[config.mk]
export PLATFORM = sky130hd
export DESIGN_NAME = mus_event_voice_sequencer
export DESIGN_NICKNAME = d
export VERILOG_FILES = /design/src/rtl/mevs_pkg.sv /design/src/rtl/mevs_ctrl.sv /design/src/rtl/mevs_datapath.sv /design/src/rtl/mus_event_voice_sequencer.sv
export SDC_FILE = /design/constraint.sdc
export NUM_CORES = 1
export LEC_CHECK = 0
export BUFFER_PORTS_ARGS = -buffer_cell sky130_fd_sc_hd__buf_4
export CAP_MARGIN = 20
export CORE_ASPECT_RATIO = 1.25
export CORE_MARGIN = 5
export CORE_UTILIZATION = 57
export CTS_CLUSTER_DIAMETER = 100
export CTS_CLUSTER_SIZE = 10
export DETAILED_ROUTE_END_ITERATION = 10
export HOLD_SLACK_MARGIN = 0.1
export PLACE_DENSITY_LB_ADDON = 0.05
export SYNTH_ARGS = -nofsm -noshare
export SYNTH_HDL_FRONTEND = slang
export SYNTH_SLANG_ARGS = --single-unit
[constraint.sdc]
create_clock -name aclk -period 2.7 [get_ports aclk]
set_input_delay 0.27 -clock aclk [delete_from_list [all_inputs] [get_ports aclk]]
set_output_delay 0.27 -clock aclk [all_outputs]
set_load 0.02 [all_outputs]
[src/rtl/mevs_pkg.sv]
// Shared types and constants for the MUS event voice sequencer.
// Used by mevs_ctrl, mevs_datapath and the top level; no dependencies.
package mevs_pkg;

    localparam int CHANNELS     = 16;
    localparam int CH_W         = 4;
    localparam int NOTE_W       = 7;
    localparam int VOL_W        = 7;
    localparam int INST_W       = 8;
    localparam int VOICE_W      = 4;
    localparam int TICKS_W      = 28;
    localparam int MAX_RESULTS  = 9;
    localparam int CNT_W        = $clog2(MAX_RESULTS + 1);
    localparam int TDATA_W      = 64;

    localparam int PERC_CHANNEL = 15;
    localparam int PERC_MOD     = 47;
    localparam int PERC_BASE    = 128;
    localparam int VOL_MAX      = 127;
    localparam int VOL_RESET    = 100;

    localparam logic [7:0] SYS_OFF_A    = 8'd11;
    localparam logic [7:0] SYS_OFF_B    = 8'd14;
    localparam logic [7:0] CTRL_INSTR   = 8'd0;
    localparam logic [7:0] CTRL_VOLUME  = 8'd3;

    // event type field of an event byte (bits 6..4)
    localparam logic [2:0] EV_RELEASE = 3'd0;
    localparam logic [2:0] EV_PLAY    = 3'd1;
    localparam logic [2:0] EV_PITCH   = 3'd2;
    localparam logic [2:0] EV_SYSTEM  = 3'd3;
    localparam logic [2:0] EV_CONTROL = 3'd4;
    localparam logic [2:0] EV_MEASURE = 3'd5;

    typedef enum logic [1:0] {
        KIND_KEY_ON  = 2'd0,
        KIND_KEY_OFF = 2'd1,
        KIND_DELAY   = 2'd2,
        KIND_LOOP    = 2'd3
    } kind_t;

    // controller -> datapath
    typedef struct packed {
        logic load_byte;
        logic set_event;
        logic set_note;
        logic set_vol;
        logic set_ctrl_num;
        logic ctrl_write;
        logic key_on;
        logic emit_loop;
        logic delay_step;
        logic delay_emit;
        logic scan_start;
        logic scan_by_note;
        logic scan_step;
    } cmd_t;

    // datapath -> controller
    typedef struct packed {
        logic       byte_msb;
        logic [2:0] byte_type;
        logic       sys_off;
        logic       scan_busy;
        logic       scan_emit;
        logic       out_free;
    } sts_t;

    // 128 + note mod 47, note below 141 so two conditional subtracts suffice
    function automatic logic [INST_W-1:0] perc_instrument(input logic [NOTE_W-1:0] note);
        logic [NOTE_W-1:0] r;
        r = note;
        if (r >= NOTE_W'(2 * PERC_MOD)) begin
            r = r - NOTE_W'(2 * PERC_MOD);
        end else if (r >= NOTE_W'(PERC_MOD)) begin
            r = r - NOTE_W'(PERC_MOD);
        end
        return INST_W'(PERC_BASE) + INST_W'(r);
    endfunction

endpackage

[src/rtl/mevs_ctrl.sv]
// Sequencing controller: score parse phase, per-item state machine and
// command generation for the datapath. Depends on mevs_pkg.
module mevs_ctrl
    import mevs_pkg::*;
(
    input  logic aclk,
    input  logic aresetn,
    input  logic s_tvalid,
    output logic s_tready,
    input  sts_t sts,
    output cmd_t cmd
);

    typedef enum logic [3:0] {
        ST_IDLE  = 4'b0001,
        ST_EXEC  = 4'b0010,
        ST_KEYON = 4'b0100,
        ST_SCAN  = 4'b1000
    } state_t;

    typedef enum logic [8:0] {
        PH_EVENT     = 9'b000000001,
        PH_REL_NOTE  = 9'b000000010,
        PH_PLAY_NOTE = 9'b000000100,
        PH_PLAY_VOL  = 9'b000001000,
        PH_PITCH_ARG = 9'b000010000,
        PH_SYS_ARG   = 9'b000100000,
        PH_CTRL_NUM  = 9'b001000000,
        PH_CTRL_VAL  = 9'b010000000,
        PH_DELAY     = 9'b100000000
    } phase_t;

    state_t state_reg, state_next;
    phase_t phase_reg, phase_next;
    logic   last_reg, last_next;
    phase_t fin;

    assign s_tready = (state_reg == ST_IDLE);
    assign fin      = last_reg ? PH_DELAY : PH_EVENT;

    always_comb begin
        cmd        = '0;
        state_next = state_reg;
        phase_next = phase_reg;
        last_next  = last_reg;
        unique case (state_reg)
            ST_IDLE: begin
                if (s_tvalid) begin
                    cmd.load_byte = 1'b1;
                    state_next    = ST_EXEC;
                end
            end
            ST_EXEC: begin
                unique case (phase_reg)
                    PH_EVENT: begin
                        unique case (sts.byte_type)
                            EV_RELEASE: begin
                                cmd.set_event = 1'b1;
                                last_next     = sts.byte_msb;
                                phase_next    = PH_REL_NOTE;
                                state_next    = ST_IDLE;
                            end
                            EV_PLAY: begin
                                cmd.set_event = 1'b1;
                                last_next     = sts.byte_msb;
                                phase_next    = PH_PLAY_NOTE;
                                state_next    = ST_IDLE;
                            end
                            EV_PITCH: begin
                                cmd.set_event = 1'b1;
                                last_next     = sts.byte_msb;
                                phase_next    = PH_PITCH_ARG;
                                state_next    = ST_IDLE;
                            end
                            EV_SYSTEM: begin
                                cmd.set_event = 1'b1;
                                last_next     = sts.byte_msb;
                                phase_next    = PH_SYS_ARG;
                                state_next    = ST_IDLE;
                            end
                            EV_CONTROL: begin
                                cmd.set_event = 1'b1;
                                last_next     = sts.byte_msb;
                                phase_next    = PH_CTRL_NUM;
                                state_next    = ST_IDLE;
                            end
                            EV_MEASURE: begin
                                cmd.set_event = 1'b1;
                                last_next     = sts.byte_msb;
                                phase_next    = sts.byte_msb ? PH_DELAY : PH_EVENT;
                                state_next    = ST_IDLE;
                            end
                            default: begin
                                // score end: loop result, last bit dropped
                                if (sts.out_free) begin
                                    cmd.set_event = 1'b1;
                                    cmd.emit_loop = 1'b1;
                                    last_next     = 1'b0;
                                    phase_next    = PH_EVENT;
                                    state_next    = ST_IDLE;
                                end
                            end
                        endcase
                    end
                    PH_REL_NOTE: begin
                        cmd.scan_start   = 1'b1;
                        cmd.scan_by_note = 1'b1;
                        phase_next       = fin;
                        state_next       = ST_SCAN;
                    end
                    PH_PLAY_NOTE: begin
                        cmd.set_note = 1'b1;
                        if (sts.byte_msb) begin
                            phase_next = PH_PLAY_VOL;
                            state_next = ST_IDLE;
                        end else begin
                            phase_next = fin;
                            state_next = ST_KEYON;
                        end
                    end
                    PH_PLAY_VOL: begin
                        cmd.set_vol = 1'b1;
                        phase_next  = fin;
                        state_next  = ST_KEYON;
                    end
                    PH_PITCH_ARG: begin
                        phase_next = fin;
                        state_next = ST_IDLE;
                    end
                    PH_SYS_ARG: begin
                        phase_next = fin;
                        if (sts.sys_off) begin
                            cmd.scan_start = 1'b1;
                            state_next     = ST_SCAN;
                        end else begin
                            state_next = ST_IDLE;
                        end
                    end
                    PH_CTRL_NUM: begin
                        cmd.set_ctrl_num = 1'b1;
                        phase_next       = PH_CTRL_VAL;
                        state_next       = ST_IDLE;
                    end
                    PH_CTRL_VAL: begin
                        cmd.ctrl_write = 1'b1;
                        phase_next     = fin;
                        state_next     = ST_IDLE;
                    end
                    PH_DELAY: begin
                        if (sts.byte_msb) begin
                            cmd.delay_step = 1'b1;
                            state_next     = ST_IDLE;
                        end else if (sts.out_free) begin
                            cmd.delay_step = 1'b1;
                            cmd.delay_emit = 1'b1;
                            last_next      = 1'b0;
                            phase_next     = PH_EVENT;
                            state_next     = ST_IDLE;
                        end
                    end
                    default: begin
                        phase_next = PH_EVENT;
                        state_next = ST_IDLE;
                    end
                endcase
            end
            ST_KEYON: begin
                if (sts.out_free) begin
                    cmd.key_on = 1'b1;
                    state_next = ST_IDLE;
                end
            end
            ST_SCAN: begin
                if (!sts.scan_busy) begin
                    state_next = ST_IDLE;
                end else if (!sts.scan_emit || sts.out_free) begin
                    cmd.scan_step = 1'b1;
                end
            end
            default: begin
                state_next = ST_IDLE;
            end
        endcase
    end

    always_ff @(posedge aclk) begin
        if (!aresetn) begin
            state_reg <= ST_IDLE;
            phase_reg <= PH_EVENT;
            last_reg  <= 1'b0;
        end else begin
            state_reg <= state_next;
            phase_reg <= phase_next;
            last_reg  <= last_next;
        end
    end

    // the delay phase is only ever entered from an event with its last bit set
    a_delay_needs_last: assert property (@(posedge aclk) disable iff (!aresetn)
        (phase_reg == PH_DELAY) |-> last_reg)
        else $error("delay phase without pending last bit");

    // key-on and voice scan run after the event's argument bytes are consumed
    a_keyon_phase: assert property (@(posedge aclk) disable iff (!aresetn)
        (state_reg == ST_KEYON) |-> (phase_reg == PH_EVENT || phase_reg == PH_DELAY))
        else $error("key-on with parse still mid-event");

    a_scan_phase: assert property (@(posedge aclk) disable iff (!aresetn)
        (state_reg == ST_SCAN) |-> (phase_reg == PH_EVENT || phase_reg == PH_DELAY))
        else $error("voice scan with parse still mid-event");

endmodule

[src/rtl/mevs_datapath.sv]
// Datapath: pending event fields, channel tables, voice table, delay
// accumulator, voice pick / release scan and the result register. Uses mevs_pkg.
module mevs_datapath
    import mevs_pkg::*;
#(
    parameter int VOICES     = 9,
    parameter int DELAY_BITS = 28
) (
    input  logic                  aclk,
    input  logic                  aresetn,
    input  logic [7:0]            s_tdata,
    input  cmd_t                  cmd,
    output sts_t                  sts,
    output logic                  m_tvalid,
    input  logic                  m_tready,
    output logic [TDATA_W-1:0]    m_tdata,
    output logic [1:0]            m_tuser,
    output logic                  m_tlast
);

    localparam int VIW = (VOICES > 1) ? $clog2(VOICES) : 1;

    function automatic logic [VIW-1:0] first_set(input logic [VOICES-1:0] v);
        logic [VIW-1:0] r;
        r = '0;
        for (int i = VOICES - 1; i >= 0; i--) begin
            if (v[i]) begin
                r = VIW'(i);
            end
        end
        return r;
    endfunction

    // event state
    logic [7:0]             byte_reg, byte_next;
    logic [CH_W-1:0]        ch_reg, ch_next;
    logic [NOTE_W-1:0]      note_reg, note_next;
    logic [7:0]             ctrl_reg, ctrl_next;
    logic [DELAY_BITS-1:0]  delay_reg, delay_next;

    // channel tables
    logic [7:0] inst_reg [CHANNELS];
    logic [7:0] inst_next [CHANNELS];
    logic [7:0] vol_reg [CHANNELS];
    logic [7:0] vol_next [CHANNELS];

    // voice table
    logic [VOICES-1:0]  act_reg, act_next;
    logic [CH_W-1:0]    vch_reg [VOICES];
    logic [CH_W-1:0]    vch_next [VOICES];
    logic [NOTE_W-1:0]  vnote_reg [VOICES];
    logic [NOTE_W-1:0]  vnote_next [VOICES];

    // release scan
    logic [VOICES-1:0]  mask_reg, mask_next;
    logic [CNT_W-1:0]   cnt_reg, cnt_next;

    // result register
    logic                  ovalid_reg, ovalid_next;
    kind_t                 okind_reg, okind_next;
    logic [VOICE_W-1:0]    ovoice_reg, ovoice_next;
    logic                  ostolen_reg, ostolen_next;
    logic [CH_W-1:0]       och_reg, och_next;
    logic [NOTE_W-1:0]     onote_reg, onote_next;
    logic [VOL_W-1:0]      ovol_reg, ovol_next;
    logic [INST_W-1:0]     oinst_reg, oinst_next;
    logic [TICKS_W-1:0]    oticks_reg, oticks_next;
    logic                  olast_reg, olast_next;

    logic                       out_free;
    logic                       emit;
    logic [DELAY_BITS+6:0]      dly_wide;
    logic [DELAY_BITS-1:0]      dly_acc;
    logic [VOICES-1:0]          match, free_v, same_v, other_v;
    logic [VIW-1:0]             pick_idx, scan_idx;
    logic [VOICES-1:0]          scan_rest;
    logic                       scan_emit;
    logic [7:0]                 ch_vol, ch_inst;
    logic [VOL_W-1:0]           kon_vol;
    logic [INST_W-1:0]          kon_inst;

    assign out_free = !ovalid_reg || m_tready;

    // delay: shift in 7 bits, saturate if anything spills past DELAY_BITS
    assign dly_wide = {delay_reg, byte_reg[6:0]};
    assign dly_acc  = (|dly_wide[DELAY_BITS+6:DELAY_BITS]) ? '1 : dly_wide[DELAY_BITS-1:0];

    always_comb begin
        for (int i = 0; i < VOICES; i++) begin
            match[i]   = act_reg[i] && (vch_reg[i] == ch_reg)
                         && (!cmd.scan_by_note || (vnote_reg[i] == byte_reg[6:0]));
            free_v[i]  = !act_reg[i];
            same_v[i]  = (vch_reg[i] == ch_reg) && (vnote_reg[i] == note_reg);
            other_v[i] = (vch_reg[i] != ch_reg);
        end
    end

    always_comb begin
        priority if (|free_v) begin
            pick_idx = first_set(free_v);
        end else if (|same_v) begin
            pick_idx = first_set(same_v);
        end else if (|other_v) begin
            pick_idx = first_set(other_v);
        end else begin
            pick_idx = '0;
        end
    end

    assign scan_idx  = first_set(mask_reg);
    assign scan_rest = mask_reg & ~(VOICES'(1) << scan_idx);
    assign scan_emit = (cnt_reg < CNT_W'(MAX_RESULTS));

    assign ch_vol   = vol_reg[ch_reg];
    assign ch_inst  = inst_reg[ch_reg];
    assign kon_vol  = (ch_vol > 8'(VOL_MAX)) ? VOL_W'(VOL_MAX) : ch_vol[VOL_W-1:0];
    assign kon_inst = (ch_reg == CH_W'(PERC_CHANNEL)) ? perc_instrument(note_reg)
                    : (ch_inst[7] ? '0 : ch_inst);

    assign emit = cmd.emit_loop || cmd.delay_emit || cmd.key_on
                  || (cmd.scan_step && scan_emit);

    always_comb begin
        byte_next  = byte_reg;
        ch_next    = ch_reg;
        note_next  = note_reg;
        ctrl_next  = ctrl_reg;
        delay_next = delay_reg;
        inst_next  = inst_reg;
        vol_next   = vol_reg;
        act_next   = act_reg;
        vch_next   = vch_reg;
        vnote_next = vnote_reg;
        mask_next  = mask_reg;
        cnt_next   = cnt_reg;

        ovalid_next  = ovalid_reg && !m_tready;
        okind_next   = okind_reg;
        ovoice_next  = ovoice_reg;
        ostolen_next = ostolen_reg;
        och_next     = och_reg;
        onote_next   = onote_reg;
        ovol_next    = ovol_reg;
        oinst_next   = oinst_reg;
        oticks_next  = oticks_reg;
        olast_next   = olast_reg;

        if (emit) begin
            ovalid_next  = 1'b1;
            ovoice_next  = '0;
            ostolen_next = 1'b0;
            och_next     = ch_reg;
            onote_next   = '0;
            ovol_next    = '0;
            oinst_next   = '0;
            oticks_next  = '0;
            olast_next   = 1'b1;
        end

        if (cmd.load_byte) begin
            byte_next = s_tdata;
        end
        if (cmd.set_event) begin
            ch_next = byte_reg[CH_W-1:0];
        end
        if (cmd.set_note) begin
            note_next = byte_reg[6:0];
        end
        if (cmd.set_vol) begin
            vol_next[ch_reg] = byte_reg;
        end
        if (cmd.set_ctrl_num) begin
            ctrl_next = byte_reg;
        end
        if (cmd.ctrl_write) begin
            if (ctrl_reg == CTRL_INSTR) begin
                inst_next[ch_reg] = byte_reg;
            end else if (ctrl_reg == CTRL_VOLUME) begin
                vol_next[ch_reg] = byte_reg;
            end
        end

        if (cmd.emit_loop) begin
            okind_next = KIND_LOOP;
            och_next   = byte_reg[CH_W-1:0];
        end

        if (cmd.delay_step) begin
            delay_next = dly_acc;
        end
        if (cmd.delay_emit) begin
            okind_next  = KIND_DELAY;
            oticks_next = TICKS_W'(dly_acc);
            delay_next  = '0;
        end

        if (cmd.key_on) begin
            act_next[pick_idx]   = 1'b1;
            vch_next[pick_idx]   = ch_reg;
            vnote_next[pick_idx] = note_reg;
            okind_next   = KIND_KEY_ON;
            ovoice_next  = VOICE_W'(pick_idx);
            ostolen_next = act_reg[pick_idx];
            onote_next   = note_reg;
            ovol_next    = kon_vol;
            oinst_next   = kon_inst;
        end

        if (cmd.scan_start) begin
            mask_next = match;
            cnt_next  = '0;
        end
        if (cmd.scan_step) begin
            act_next[scan_idx] = 1'b0;
            mask_next          = scan_rest;
            if (scan_emit) begin
                cnt_next    = cnt_reg + CNT_W'(1);
                okind_next  = KIND_KEY_OFF;
                ovoice_next = VOICE_W'(scan_idx);
                onote_next  = vnote_reg[scan_idx];
                // result cap reached or no further voice to release
                olast_next  = (scan_rest == '0) || (cnt_reg == CNT_W'(MAX_RESULTS - 1));
            end
        end
    end

    always_ff @(posedge aclk) begin
        if (!aresetn) begin
            ch_reg     <= '0;
            note_reg   <= '0;
            ctrl_reg   <= '0;
            delay_reg  <= '0;
            act_reg    <= '0;
            mask_reg   <= '0;
            cnt_reg    <= '0;
            ovalid_reg <= 1'b0;
            for (int c = 0; c < CHANNELS; c++) begin
                inst_reg[c] <= '0;
                vol_reg[c]  <= 8'(VOL_RESET);
            end
            for (int v = 0; v < VOICES; v++) begin
                vch_reg[v]   <= '0;
                vnote_reg[v] <= '0;
            end
        end else begin
            ch_reg     <= ch_next;
            note_reg   <= note_next;
            ctrl_reg   <= ctrl_next;
            delay_reg  <= delay_next;
            act_reg    <= act_next;
            mask_reg   <= mask_next;
            cnt_reg    <= cnt_next;
            ovalid_reg <= ovalid_next;
            inst_reg   <= inst_next;
            vol_reg    <= vol_next;
            vch_reg    <= vch_next;
            vnote_reg  <= vnote_next;
        end
    end

    always_ff @(posedge aclk) begin
        byte_reg    <= byte_next;
        okind_reg   <= okind_next;
        ovoice_reg  <= ovoice_next;
        ostolen_reg <= ostolen_next;
        och_reg     <= och_next;
        onote_reg   <= onote_next;
        ovol_reg    <= ovol_next;
        oinst_reg   <= oinst_next;
        oticks_reg  <= oticks_next;
        olast_reg   <= olast_next;
    end

    assign sts.byte_msb  = byte_reg[7];
    assign sts.byte_type = byte_reg[6:4];
    assign sts.sys_off   = (byte_reg == SYS_OFF_A) || (byte_reg == SYS_OFF_B);
    assign sts.scan_busy = |mask_reg;
    assign sts.scan_emit = scan_emit;
    assign sts.out_free  = out_free;

    assign m_tvalid = ovalid_reg;
    assign m_tuser  = okind_reg;
    assign m_tlast  = olast_reg;
    assign m_tdata  = TDATA_W'({oticks_reg, oinst_reg, ovol_reg, onote_reg,
                                och_reg, ostolen_reg, ovoice_reg});

    a_no_overwrite: assert property (@(posedge aclk) disable iff (!aresetn)
        emit |-> (!ovalid_reg || m_tready))
        else $error("result register overwritten while held");

    a_cnt_range: assert property (@(posedge aclk) disable iff (!aresetn)
        cnt_reg <= CNT_W'(MAX_RESULTS))
        else $error("key-off result count past cap");

    a_keyon_active: assert property (@(posedge aclk) disable iff (!aresetn)
        cmd.key_on |=> act_reg[$past(pick_idx)])
        else $error("picked voice not marked active");

endmodule

[src/rtl/mus_event_voice_sequencer.sv]
// MUS score event sequencer with synth voice allocation. Takes one score byte
// per item and returns key-on, key-off, delay and loop results through a
// single output register. Each byte is accepted, then executed; a play
// event adds a voice pick, and a release or system key-off adds a release
// scan that clears the matching voices one voice per cycle, holding while a
// key-off result waits on the output register. Any result waits for the
// output register to drain before it is written. Channel tables and the
// voice table are set directly by reset; no clearing pass.
// Depends on mevs_pkg, mevs_ctrl, mevs_datapath.
module mus_event_voice_sequencer
    import mevs_pkg::*;
#(
    parameter int VOICES     = 9,
    parameter int DELAY_BITS = 28
) (
    input  logic               aclk,
    input  logic               aresetn,
    input  logic               s_tvalid,
    output logic               s_tready,
    input  logic [7:0]         s_tdata,    // [7:0] stream_byte
    output logic               m_tvalid,
    input  logic               m_tready,
    // [3:0] voice, [4] stolen, [8:5] midi_channel, [15:9] note,
    // [22:16] volume, [30:23] instrument, [58:31] delay_ticks, [63:59] zero
    output logic [TDATA_W-1:0] m_tdata,
    output logic [1:0]         m_tuser,    // [1:0] kind
    output logic               m_tlast
);

    cmd_t cmd;
    sts_t sts;

    mevs_ctrl u_ctrl (
        .aclk     (aclk),
        .aresetn  (aresetn),
        .s_tvalid (s_tvalid),
        .s_tready (s_tready),
        .sts      (sts),
        .cmd      (cmd)
    );

    mevs_datapath #(
        .VOICES     (VOICES),
        .DELAY_BITS (DELAY_BITS)
    ) u_datapath (
        .aclk     (aclk),
        .aresetn  (aresetn),
        .s_tdata  (s_tdata),
        .cmd      (cmd),
        .sts      (sts),
        .m_tvalid (m_tvalid),
        .m_tready (m_tready),
        .m_tdata  (m_tdata),
        .m_tuser  (m_tuser),
        .m_tlast  (m_tlast)
    );

endmodule

==> flow_metrics.tcl, run 1 <==
set metrics [dict create \
    cts_sinks 508 \
    drive_above_1_share_pct 20.8 \
    path_max_fanout 6 \
    cp_cell_sequence "buf_12, buf_6, xor2_2, nor4_2, and3_4, or4b_4, a211o_1, a21oi_4, buf_4, o211ai_1, buf_4, buf_6, mux2i_1" \
    rsz0062_at_grt "true" \
    largest_reg_flops 128 \
    ys_ff_latch 508 \
    port_buffers 75 \
    cap_violations 0 \
    status "finished, violations left" \
    synth.distinct_cells 74 \
    post_drt_wl_per_cell_um 22.1 \
    synth_warnings 0 \
    gp_congestion 1.02 \
    crit_type "flip-flop to flip-flop" \
    grt_max_degree 177 \
    setup_ws_ns -0.218 \
    slew-limit-headroom_pct 49.7 \
    num_vias 19999 \
    hold_ws_ns 0.181 \
    p_leak_nw 12.6 \
    avgSynthCellArea_um2 9.69 \
    layout.cells.non_filler 3367 \
    nets 2802 \
    slew_violations 0 \
    hold_viol_final 0 \
    synth_top_family_by_area "multiplexers" \
    synth-compound-area-share_pct 9.12 \
    cts_tree "built" \
    yosys.area_share.adder_pct 0.342 \
    grt_usage_pct 30.2 \
    muxShareOfSynthArea_pct 18.7 \
    ys.flop_type "dfxtp_1" \
    async_flop_share_pct 0 \
    num_rows 85 \
    path_clk_slew_ns 0.06 \
    start_util_pct 57.7 \
    via_per_inst 5.94 \
    slowest_stage "or4b_4" \
    violations "negative setup slack" \
    cp.required_ns 3.17 \
    ff2ff_setup_slack_ns -0.22 \
    grt_pass1_wl_um 115000 \
    setup_tns_ns -12.18 \
    cts_buffer_depth 3 \
    post-route-period-util_pct 108 \
    cp.arrival_ns 3.39 \
    holdCritPathClass "input port to flip-flop" \
    synth_edf_count 56 \
    min_path_cells 5 \
    path_buf_inv 5 \
    drc 0 \
    routed_wl_um 74300 \
    drt_pre_antenna_iters 6 \
    placedCellCount 3252 \
    critPathMaxStageDelay_ns 0.51 \
    rr_worst_depth 13 \
    worstHoldEndpoint "u_ctrl.state_reg[2]" \
    dieArea_um2 48000 \
    antenna_found_initial 0 \
    htreeDepth 2 \
    end_kind "flip-flop" \
    core_area_um2 43200 \
    ioPinCount 81 \
    pre_cts_slack_ns -0.307 \
    vdd_drop_max_v 0.000560 \
    dp_hpwl_um 50800 \
    regToRegStartpoint "u_datapath.note_reg[6]" \
    die_w_um 197 \
    ant_nets 0 \
    p_per_area_nw_per_um2 511 \
    clock-root-buffer "clkbuf_16" \
    crit_path_start_kind "flip-flop" \
    worstHoldStart "m_tready" \
    grt_pass1_vias 20013 \
    insertedDiodeCount 0 \
    worst_pin_slew_ns 0.754 \
    syn2layout_area_growth_pct 20.1 \
    die_h_um 244 \
    clock.fmax_mhz 343 \
    first_iter_violations 1485 \
    setup_viol 94 \
    cts_made_buffers 56 \
    gr-total-overflow 0 \
    power_w 0.0153 \
    seq_area_frac_synth_pct 43.1 \
    fin_crit_ns 2.92 \
    synth.cell_area_um2 24900 \
    critPathTopFamily "simple AND/OR/NAND/NOR gates" \
    clk_latency_ns 0.62 \
    yosys.area_share.simple_pct 18.7 \
    rr_endpoint "u_datapath.vnote_reg[27]" \
    clock_skew_ns 0.0230 \
    synthXorXnorAreaFrac_pct 5.94 \
    syn_inst 2570 \
]
==> stage by stage <==
step / utilization (%) / cell area, um^2
floorplan: - / 25000
global placement: 63.9 / 27600
detailed placement: 63.9 / 27600
CTS: 68.7 / 29700
global route: 69.3 / 29900
finish: 69.3 / 29900
==> worst register-to-register path, cell delays in order, from the launching register on <==
cell	delay (ns)
dfxtp_4	0.36
buf_12	0.14
buf_6	0.13
xor2_2	0.15
nor4_2	0.06
and3_4	0.19
or4b_4	0.51
a211o_1	0.32
a21oi_4	0.19
buf_4	0.14
o211ai_1	0.14
buf_4	0.19
buf_6	0.15
mux2i_1	0.11
==> layout make-up <==
type | instances | area [um^2]
Fill cell | 3450 | 13300
Multi-Input combinational cell | 1828 | 13500
Sequential cell | 508 | 10800
Inverter | 24 | 90.1
Tap cell | 565 | 707
Clock inverter | 2 | 38.8
Clock buffer | 74 | 1500
Timing Repair Buffer | 366 | 3280
==> cell usage after synthesis, drive strengths merged, types with 5 or more instances <==
library cell	instances	share of area [%]
a221oi	5	0.18
o211ai	7	0.21
nor2	148	2.2
nand4	20	0.50
and2	14	0.35
nor3	25	0.52
a41oi	8	0.28
mux2i	284	11
buf	57	1.3
a31oi	22	0.55
nand3	129	2.6
dfxtp	452	36
mux4	79	7.1
a32oi	11	0.39
o22ai	10	0.28
edfxtp	56	6.8
nor2b	142	3.6
clkbuf	157	2.4
inv	24	0.36
a21oi	28	0.58
a211oi	35	1.1
nand2b	8	0.20
ha	6	0.30
a22oi	6	0.18
nand2	392	5.9
o21ai	36	0.72
nor4	36	1.2
and3	16	0.41
xor2	114	4.0
a21boi	123	3.7
nor4b	5	0.35
xnor2	55	1.9
and4	7	0.26
==> metal layers <==
layer	track usage [%]	vias to the layer above	routed length, um
met3	4.26	204	3560
li1	-	9405	-
met2	51.6	582	36500
met1	37.5	9808	30200
met5	0	-	0
met4	14.6	0	4070
==> cell usage in the layout (no fill, tap or decap), types with 56 or more instances in the layout <==
master	n
dfxtp_1	441
clkbuf_16	60
mux2i_1	284
a21boi_0	123
nand2_1	386
nor2_1	146
nand3_1	126
xor2_1	104
mux4_2	79
nor2b_1	140
buf_4	308
edfxtp_1	56
==> how the worst max path moves through the flow <==
stage,slack (ns),from,cells past startpoint,end
after floorplan,-0.05,u_datapath.ch_reg[3],11,u_datapath.vch_reg[26]
after global placement,-0.23,u_datapath.note_reg[1],9,u_datapath.vnote_reg[44]
after detailed placement,-0.31,u_datapath.note_reg[1],9,u_datapath.vnote_reg[42]
after CTS,-0.22,u_datapath.note_reg[6],11,u_datapath.vch_reg[11]
after global routing,-0.33,u_datapath.note_reg[6],12,u_datapath.vnote_reg[14]
final,-0.22,u_datapath.note_reg[6],13,u_datapath.vnote_reg[27]
==> report_power, final <==
part	leakage [nW]	internal (W)	switching, W
registers	4.22	0.00765	0.0000352
clock network	0.744	0.00381	0.00296
logic	7.64	0.000318	0.000496
total	12.6	0.0118	0.00349
==> cell families (layout without fill, tap and decap cells) <==
group	count (synthesis)	in the layout
flops	508	508
xor+xnor	169	169
mux	367	367
compound gates	319	319
other cells	1	5
simple gates	961	961
fa+ha+maj	7	7
buf+inv	238	466
==> timing repair <==
action | CTS | global route
setup endpoints to repair | 120 | 221
buffers inserted | 14 | 13
hold buffers | 10 | 0
resized for setup | 49 | 29
gates cloned | 3 | 2
pin swaps | 11 | 8
hold endpoints to repair | 11 | 0
(Power assumes the default switching activity.)
==> run 2: changes to the inputs <==
--- a/config.mk
+++ b/config.mk
@@ -9,7 +9,7 @@
 export CAP_MARGIN = 20
 export CORE_ASPECT_RATIO = 1.25
 export CORE_MARGIN = 5
-export CORE_UTILIZATION = 57
+export CORE_UTILIZATION = 30
 export CTS_CLUSTER_DIAMETER = 100
 export CTS_CLUSTER_SIZE = 10
 export DETAILED_ROUTE_END_ITERATION = 10
==> run 2 against run 1 <==
The run still ends with negative setup slack left. Final cell count up 18%. Routed wire length up 22%. Sequential power about the same. Power up 2.2%. Hold slack worse by 0.012 ns. Clock power up 3.8%. Global-route usage down 10 points. Clock skew up 0.0068 ns. Non-clock buffer count up 87. First-iteration DRC count down 18%. Fmax down 0.94%. Utilization down 31 points.
==> flow_metrics.tcl, run 2 (synthesis results as in run 1) <==
set metrics [dict create \
    met1_usage_pct 25.9 \
    crit_type "flip-flop to flip-flop" \
    drive_above_1_share_pct 23.7 \
    antenna_found_initial 1 \
    routed_wl_um 90400 \
    hold_viol_final 0 \
    insertedDiodeCount 0 \
    busiest_layer "met2" \
    die_w_um 268 \
    via_per_inst 5.05 \
    dp_hpwl_um 62400 \
    clock-root-buffer "clkbuf_16" \
    first_iter_violations 1217 \
    worst_pin_slew_ns 0.824 \
    grt_use_met3_pct 2.10 \
    syn2layout_area_growth_pct 27.3 \
    cts_sinks 508 \
    layout_common_cells "dfxtp_1 (441), nand2_1 (391), buf_4 (371), mux2i_1 (284), nor2_1 (146)" \
    fin_crit_ns 2.95 \
    rsz0062_at_grt "true" \
    setup_tns_ns -14.42 \
    post_drt_wl_per_cell_um 22.8 \
    hold_ws_ns 0.169 \
    worstHoldStart "m_tready" \
    slew-limit-headroom_pct 45.1 \
    regToRegStartpoint "u_datapath.note_reg[2]" \
    num_rows 118 \
    dieArea_um2 88900 \
    path_max_fanout 12 \
    clock.fmax_mhz 340 \
    power_w 0.0156 \
    nets 2890 \
    core_area_um2 82700 \
    ant_nets 0 \
    violations "negative setup slack" \
    grt_max_degree 99 \
    p_per_area_nw_per_um2 492 \
    htreeDepth 2 \
    post-route-period-util_pct 109 \
    drc 0 \
    vdd_drop_max_v 0.000445 \
    final_util_pct 38.3 \
    gr-total-overflow 0 \
    grt_usage_pct 19.9 \
    drt_pre_antenna_iters 7 \
    pre_cts_slack_ns -0.369 \
    gp_congestion 0.890 \
    start_util_pct 30.1 \
    num_vias 20061 \
    clock_skew_ns 0.0298 \
    end_kind "flip-flop" \
    ioPinCount 81 \
    holdCritPathClass "input port to flip-flop" \
    cp-startpoint "u_datapath.note_reg[2]" \
    slew_violations 0 \
    path_clk_slew_ns 0.07 \
    status "finished, violations left" \
    min_path_cells 5 \
    crit_path_start_kind "flip-flop" \
    port_buffers 75 \
    cp.arrival_ns 3.40 \
    cts_made_buffers 57 \
    grt_pass1_vias 20522 \
    cp.required_ns 3.15 \
    p_leak_nw 13.1 \
    grt_pass1_wl_um 136000 \
    setup_ws_ns -0.245 \
    setup_viol 107 \
    largest_reg_flops 128 \
    cap_violations 0 \
    die_h_um 332 \
    rr_worst_depth 11 \
    use_met2_pct 34.3 \
    cts_tree "built" \
    final_common_cell "dfxtp_1" \
    clk_latency_ns 0.62 \
    cts_buffer_depth 3 \
]
## run 2: critical path, stage by stage (launching register included)
cell and delay (ns):
dfxtp_4 0.35, buf_12 0.14, buf_4 0.13, xnor2_1 0.16, nand4_1 0.24, nor3_4 0.35, nor4b_4 0.09, a31o_1 0.25
a211oi_2 0.22, or4b_4 0.51, buf_12 0.18, mux2i_1 0.13
## run 2: worst paths after layout
path                            slack, ns                        to
worst max register to register      -0.25  u_datapath.vnote_reg[59]
worst min register to register       0.46  u_datapath.inst_reg[103]
worst min-delay path                 0.17       u_ctrl.state_reg[2]
worst max-delay path                -0.25  u_datapath.vnote_reg[59]
## run 2: final cells by class
cell class | count | area, um^2
Timing Repair Buffer | 453 | 4200
Tap cell | 1080 | 1350
Sequential cell | 508 | 10800
Multi-Input combinational cell | 1828 | 13700
Clock inverter | 4 | 63.8
Clock buffer | 78 | 1510
Fill cell | 8246 | 51000
Inverter | 24 | 90.1
## run 2: power by group
part	leakage [nW]	internal, W	switching, W
combinational	8.16	0.000347	0.000559
clock	0.754	0.00383	0.00320
sequential	4.22	0.00765	0.0000265
## run 2: what timing repair did
item                                    4_1_cts  5_1_grt
buffers inserted                             35        9
hold endpoints to repair                     49        0
pin swaps                                    22        9
gates resized for setup                      98       32
gates cloned                                  6        1
endpoints found under the setup margin      124      214
hold buffers                                 10        0
## run 2: layer usage
layer / wire length [um] / vias to the layer above
met5: 0 / -
met4: 3360 / 0
met3: 2540 / 131
met2: 44700 / 341
met1: 39800 / 10005
li1: - / 9584
## run 2: per-stage QoR
stage / cells / cell area [um^2]
after floorplan: 2574 / 25000
after global placement: 3837 / 28900
after detailed placement: 3837 / 28900
after CTS: 3968 / 31500
after global routing: 3975 / 31700
final: 3975 / 31700
